--- src/sv/sops_pkg.sv ---
// Shared types, opcodes and helpers for the segmented odd prime sieve.
`timescale 1ns / 1ps
package sops_pkg;

  typedef enum logic [2:0] {
    KIND_STRIKE = 3'd0,
    KIND_SELF   = 3'd1,
    KIND_NEXT   = 3'd2,
    KIND_REWIND = 3'd3,
    KIND_FILL   = 3'd4,
    KIND_LOAD   = 3'd5,
    KIND_READ   = 3'd6
  } kind_t;

  typedef enum logic [2:0] {
    OP_NOP,
    OP_STRIKE,
    OP_SELF,
    OP_NEXT,
    OP_REWIND,
    OP_FILL,
    OP_LOAD,
    OP_READ
  } op_t;

  typedef struct packed {
    op_t         op;
    logic [47:0] prime;
    logic [11:0] byte_index;
    logic [7:0]  byte_value;
  } entry_t;

  typedef struct packed {
    logic [47:0] number_out;
    logic        found;
    logic [7:0]  byte_out;
  } result_t;

  typedef struct packed {
    logic accepting;
  } back_stat_t;

  typedef enum logic [4:0] {
    S_CLEAR,
    S_IDLE,
    S_DIV,
    S_STR_M,
    S_STR_A,
    S_STR_K,
    S_WALK_RD,
    S_WALK_WR,
    S_SELF_RD,
    S_SELF_CHK,
    S_SELF_K,
    S_SCAN_RD,
    S_SCAN_CHK,
    S_FILL,
    S_READ_WAIT,
    S_EMIT
  } state_t;

  localparam logic [2:0] CFG_SEGMENT_INDEX = 3'd0;

  function automatic logic [2:0] low_bit(input logic [7:0] v);
    logic [2:0] idx;
    idx = 3'd0;
    for (int i = 7; i >= 0; i--) begin
      if (v[i]) idx = 3'(i);
    end
    return idx;
  endfunction

endpackage

--- src/sv/sops_item_if.sv ---
// Input item channel: valid, ready and the item fields.
`timescale 1ns / 1ps
interface sops_item_if;
  logic        valid;
  logic        ready;
  logic [2:0]  kind;
  logic [47:0] prime;
  logic [11:0] byte_index;
  logic [7:0]  byte_value;

  modport source(output valid, kind, prime, byte_index, byte_value, input ready);
  modport sink(input valid, kind, prime, byte_index, byte_value, output ready);
endinterface

--- src/sv/sops_front.sv ---
// Front end: accepts items, classifies them and queues them for the engine.
`timescale 1ns / 1ps
module sops_front #(
  parameter int SEGMENT_BYTES = 4096
) (
  input  logic                clk,
  input  logic                rst,
  sops_item_if.sink           items,
  input  sops_pkg::back_stat_t stat,
  output logic                q_valid,
  input  logic                q_ready,
  output sops_pkg::entry_t    q_entry
);
  sops_pkg::entry_t slots [2];
  logic             wr_ptr;
  logic             rd_ptr;
  logic [1:0]       count;
  sops_pkg::entry_t cls;
  logic             push;
  logic             pop;
  logic [31:0]      bi32;

  assign bi32 = 32'(items.byte_index);

  always_comb begin
    cls.prime      = items.prime;
    cls.byte_index = items.byte_index;
    cls.byte_value = items.byte_value;
    case (items.kind)
      sops_pkg::KIND_STRIKE:
        cls.op = (items.prime >= 48'd3 && items.prime[0]) ? sops_pkg::OP_STRIKE
                                                          : sops_pkg::OP_NOP;
      sops_pkg::KIND_SELF:   cls.op = sops_pkg::OP_SELF;
      sops_pkg::KIND_NEXT:   cls.op = sops_pkg::OP_NEXT;
      sops_pkg::KIND_REWIND: cls.op = sops_pkg::OP_REWIND;
      sops_pkg::KIND_FILL:   cls.op = sops_pkg::OP_FILL;
      sops_pkg::KIND_LOAD:
        cls.op = (bi32 < SEGMENT_BYTES) ? sops_pkg::OP_LOAD : sops_pkg::OP_NOP;
      sops_pkg::KIND_READ:
        cls.op = (bi32 < SEGMENT_BYTES) ? sops_pkg::OP_READ : sops_pkg::OP_NOP;
      default:               cls.op = sops_pkg::OP_NOP;
    endcase
  end

  assign items.ready = (count != 2'd2) && stat.accepting;
  assign push        = items.valid && items.ready;
  assign q_valid     = (count != 2'd0);
  assign q_entry     = slots[rd_ptr];
  assign pop         = q_valid && q_ready;

  always_ff @(posedge clk) begin
    if (push) slots[wr_ptr] <= cls;
    if (rst) begin
      wr_ptr <= 1'b0;
      rd_ptr <= 1'b0;
      count  <= 2'd0;
    end else begin
      if (push) wr_ptr <= ~wr_ptr;
      if (pop) rd_ptr <= ~rd_ptr;
      count <= count + 2'(push) - 2'(pop);
    end
  end
endmodule

--- src/flat_wrapper.sv ---
// flat-port wrapper written by rule: the top's interface ports become plain ports
module sops_front_flat 
#(
  parameter int SEGMENT_BYTES = 4096
)
  (clk, rst, stat, q_valid, q_ready, q_entry, items_valid, items_kind, items_prime, items_byte_index, items_byte_value, items_ready);
  sops_item_if items_i ();
  input  logic clk;
  input  logic rst;
  input  sops_pkg::back_stat_t stat;
  output logic q_valid;
  input  logic q_ready;
  output sops_pkg::entry_t q_entry;
  input wire logic [$bits(items_i.valid)-1:0] items_valid;
  input wire logic [$bits(items_i.kind)-1:0] items_kind;
  input wire logic [$bits(items_i.prime)-1:0] items_prime;
  input wire logic [$bits(items_i.byte_index)-1:0] items_byte_index;
  input wire logic [$bits(items_i.byte_value)-1:0] items_byte_value;
  output wire logic [$bits(items_i.ready)-1:0] items_ready;
  assign items_i.valid = items_valid;
  assign items_i.kind = items_kind;
  assign items_i.prime = items_prime;
  assign items_i.byte_index = items_byte_index;
  assign items_i.byte_value = items_byte_value;
  assign items_ready = items_i.ready;
  sops_front #(.SEGMENT_BYTES(SEGMENT_BYTES)) u_core (.clk(clk), .rst(rst), .items(items_i), .stat(stat), .q_valid(q_valid), .q_ready(q_ready), .q_entry(q_entry));
endmodule
--- config.mk ---
export PLATFORM = sky130hd
export DESIGN_NAME = sops_front_flat
export DESIGN_NICKNAME = d
export VERILOG_FILES = /design/src/sv/sops_pkg.sv /design/src/sv/sops_item_if.sv /design/src/sv/sops_front.sv /design/src/flat_wrapper.sv
export SDC_FILE = /design/constraint.sdc
export NUM_CORES = 1
export LEC_CHECK = 0
export ABC_AREA = 1
export BUFFER_PORTS_ARGS = -buffer_cell sky130_fd_sc_hd__buf_2
export CAP_MARGIN = 20
export CORE_MARGIN = 1
export CORE_UTILIZATION = 35
export DETAILED_ROUTE_END_ITERATION = 8
export PLACE_DENSITY_LB_ADDON = 0.12
export SYNTH_ARGS = -nofsm -noshare
export SYNTH_HDL_FRONTEND = slang
export SYNTH_SLANG_ARGS = --single-unit
--- constraint.sdc ---
create_clock -name clk -period 5 [get_ports clk]
set_input_delay 0.5 -clock clk [delete_from_list [all_inputs] [get_ports clk]]
set_output_delay 0.5 -clock clk [all_outputs]
set_load 0.05 [all_outputs]
### Yosys cells after proc, flatten, opt, wreduce, memory -nomap -nowiden

Memories as Yosys holds them, arrays and structs flattened. A register that Yosys moved wholly into a read port is not among the register bits.
Index checks and enable logic that the tools add are counted.

| word-level totals | value |
|---|---|
| register bits | 4 |
| latch bits | 0 |
| memory bits (writable) | 142 |
| bits in read-only memories | 0 |
| output and inout bits | 73 |
| memories | 1 |

| cells by class | value |
|---|---|
| add/subtract/negate cells | 2 |
| multipliers | 0 |
| divide/modulo/power cells | 0 |
| order comparisons | 2 |
| eq/ne operators | 7 |
| shifts and indexed selects | 0 |
| muxes and demuxes | 8 |
| bitwise logic cells | 2 |
| reduce and logical (&&, ||, !) cells | 6 |

Memory list:

| name | words | width | read ports | clocked after Yosys merged registers in | write ports | RTL line | source |
|---|---|---|---|---|---|---|---|
| u_core.slots | 2 | 71 | 1 | 1 | 1 | sops_front.sv:14 | `sops_pkg::entry_t slots [2];` |

Operators by type and width:

| kind | count |
|---|---|
| 48-bit by 2-bit >= comparator with 1-bit output (second input constant) | 1 |
| 3-bit case mux with 7 select lines | 1 |
| 12-bit by 13-bit < comparator with 1-bit output (second input constant) | 1 |
| 3-bit equality test (second input constant) | 3 |
| 3-bit by 2-bit equality test with 1-bit output (second input constant) | 2 |
| 3-bit two-way mux | 2 |
| 1-bit two-way mux | 5 |
| 1-bit logical AND | 4 |
| 3-bit by 1-bit equality test with 1-bit output (second input constant) | 1 |
| 3-bit zero test | 1 |
| 2-bit by 1-bit adder with 2-bit output | 1 |
| 2-bit inequality test (second input constant) | 1 |
| 1-bit NOT | 2 |
| 2-bit nonzero test | 1 |
| 2-bit by 1-bit subtractor with 2-bit output | 1 |

### Longest topological paths before layout

| logic depth | value |
|---|---|
| depth in word-level cells | 5 |
| mapped depth | 10 |

### Least setup slack after synthesis

No wires, ideal clock.

| path | value |
|---|---|
| path kind | input to register |
| start point | input stat |
| end point | memory u_core.slots[1][0] (netlist bit), enable pin |
| library setup time | 502 ps |
| data arrival time | 4253 ps |
| setup slack | 245 ps |
| stages | 3 |
| path buffers | 0 |
| path through | a21boi_2 -> nand2_1 -> nor2_1 |

| between the ends | value |
|---|---|
| longest elaborated chain between the ends | 4 |

RTL lines:

| element | RTL line | source |
|---|---|---|
| start, declared | flat_wrapper.sv:10 | `input sops_pkg::back_stat_t stat;` |
| 1-bit logical AND | sops_front.sv:45 | `assign items.ready = (count != 2'd2) && stat.accepting;` |
| 1-bit logical AND | sops_front.sv:46 | `assign push = items.valid && items.ready;` |
| 1-bit two-way mux | sops_front.sv:52 | `if (push) slots[wr_ptr] <= cls;` |
| 1-bit two-way mux (implied by the code) | sops_front.sv:52 |  |
| end, declared | sops_front.sv:14 |  |

No other way between the ends.

==> impl_metrics.env <==
export IMPL_end_kind="primary output"
export IMPL_ios=149
export IMPL_coreArea_um2=16600
export IMPL_clock_latency_ns=0.41
export IMPL_final_area_um2=7500
export IMPL_cp_required_ns=4.50
export IMPL_drt_vias_per_instance=4.37
export IMPL_die_area_um2=17500
export IMPL_fin_crit_sh=0.593
export IMPL_yosys_area_top_type="edfxtp_1"
export IMPL_clock_root_buffer="clkbuf_16"
export IMPL_die_h_um=132
export IMPL_power_mw=3.73
export IMPL_hpwl_um=7370
export IMPL_syn_num_nets=398
export IMPL_slew_headroom=0.311
export IMPL_initialDrtViolationCount=92
export IMPL_dp_cells=679
export IMPL_highest_layer="met4"
export IMPL_ys_types=21
export IMPL_post_cts_buffers=0
export IMPL_nNetsFinal=560
export IMPL_rsz0062_at_grt="false"
export IMPL_hold_slack_ns=0.277
export IMPL_dpl_cell_area_um2=6930
export IMPL_timing_final_ws_setup_ns=2.04
export IMPL_area_delta_synth_final_pct=25.9
export IMPL_dr_wl_met3_um=619
export IMPL_netlist_instances=316
export IMPL_ys_seq_elements=147
export IMPL_ctsResizeCount=0
export IMPL_syn_area_um2=5950
export IMPL_portBuffers=148
export IMPL_vias=3104
export IMPL_hold_path_class="input port to flip-flop"
export IMPL_maxCapViolCount=0
export IMPL_cts_hold_buffers_added=0
export IMPL_postSynthAreaPerCell_um2=18.8
export IMPL_p_per_area_nw_per_um2=498
export IMPL_vdd_ir_drop_max_mv=0.229
export IMPL_htree_levels=4
export IMPL_finalSetupTns_ns=0
export IMPL_n_antenna_cell=0
export IMPL_dr_pass1_iters=4
export IMPL_worstPathMaxFanout=53
export IMPL_power_leakage_nw=2.95
export IMPL_final_cell_mix="148 x buf_2, 142 x edfxtp_1, 70 x mux2_4, 35 x nor2_1, 21 x nand2_1"
export IMPL_final_core_util=0.452
export IMPL_cts_buffers=17
export IMPL_dp_slack_ns=2.39
export IMPL_crit_type="flip-flop to primary output"
export IMPL_stdcell_count=711
export IMPL_initial_core_util=0.359
export IMPL_grt_pass1_vias=3287
export IMPL_drive_gt1_frac=0.527
export IMPL_wl_met2_um=5310
export IMPL_drc=0
export IMPL_clockBufferDepth=2
export IMPL_grt_overflow=0
export IMPL_cts_tree="built"
export IMPL_fmax_mhz=337
export IMPL_hold_violations=0
export IMPL_wirelength_um=11100
export IMPL_grt_max_degree=72
export IMPL_start_kind="flip-flop"
export IMPL_ys_seq_area_frac=0.733
export IMPL_yosysWarnings=0
export IMPL_synth_top_area_share=0.716
export IMPL_setup_violations=0
export IMPL_fill_cells=1542
export IMPL_cp_arrival_ns=2.46
export IMPL_netlist_top_cells_area="edfxtp_1 72%, mux2_4 18%, nor2_1 2.3%, dfxtp_1 1.7%, buf_6 1.5%"
export IMPL_clk_pin_slew_ns=0.06
export IMPL_met1_length_um=5000
export IMPL_status="completed"
export IMPL_dieWidth_um=132
export IMPL_fin_crit_ns=2.96
export IMPL_groute_usage_overall=0.132
export IMPL_maxSlewViolCount=0
export IMPL_layout_cells_most_common="buf_2"
export IMPL_routedWlPerCell_um=15.7
export IMPL_clock_skew_final_ns=0.00816
export IMPL_worst_pin_slew_ns=1.03
export IMPL_ant_nets=0
export IMPL_clock_sinks=147
export IMPL_grt_pass1_wl_um=17100
export IMPL_gp_congestion=0.712
export IMPL_num_rows=47
export IMPL_antenna_found_initial=0
[where the power goes]
group          internal, mW  switching, mW
Combinational         0.349          0.646
Sequential             1.45         0.0855
Clock                 0.727          0.478
[kinds of logic after synthesis]
group           after synthesis  synth area share
simple gates                 67            0.0473
buf+inv                      20            0.0227
xor+xnor                      1           0.00147
flops                       147             0.733
compound gates                4           0.00441
fa+ha+maj                     6            0.0126
mux                          71             0.178
[flip-flops by register name, indices dropped and copies added (netlist names), named ones only]
signal / cells
u_core.count: 2
u_core.rd_ptr: 1
u_core.slots: 142
u_core.wr_ptr: 1
[synthesized netlist by cell type]
master,count
a21oi_1,3
edfxtp_1,142
nor4_1,1
xnor2_1,1
mux2_4,70
nand2_1,21
nand4_1,1
nand2_4,1
a21boi_2,1
inv_1,10
nor2_1,37
and2_0,1
mux2_2,1
dfxtp_1,5
inv_2,2
ha_1,6
and3_1,1
buf_6,8
nor3b_1,2
or2_1,1
nand2_2,1
[cell type report]
| class | instances | area (um^2) | area share |
|---|---|---|---|
| clock inverters | 15 | 139 | 0.0185 |
| multi-input cells | 149 | 1470 | 0.196 |
| clock buffers | 17 | 425 | 0.0567 |
| flip-flops and latches | 147 | 4370 | 0.583 |
| repair buffers | 151 | 776 | 0.103 |
| inverters | 12 | 45.0 | 0.00601 |
| well taps | 220 | 275 | 0.0367 |
[per-layer routing]
layer	track usage	vias up
li1	-	1500
met1	0.158	1494
met2	0.212	95
met3	0.0429	15
met4	0.0664	0
met5	0	-
[worst max-delay path, stage by stage, from the launching register on]
cell	delay, ns
dfxtp_4	1.00
buf_4	0.49
mux2_4	0.33
buf_2	0.21
[path summary, 6_finish.rpt]
kind	to	slack (ns)	start	cells after the start
max	q_entry[42]	2.04	flip-flop	3
min	u_core.slots[1][2]$_DFFE_PP_	0.28	items_byte_value[2]	1
max reg2reg	u_core.slots[0][29]$_DFFE_PP_	2.79	u_core.count[0]$_SDFF_PP0_	5
min reg2reg	flip-flop	0.49	u_core.rd_ptr$_SDFFE_PP0P_	2
(Power assumes the default switching activity.)
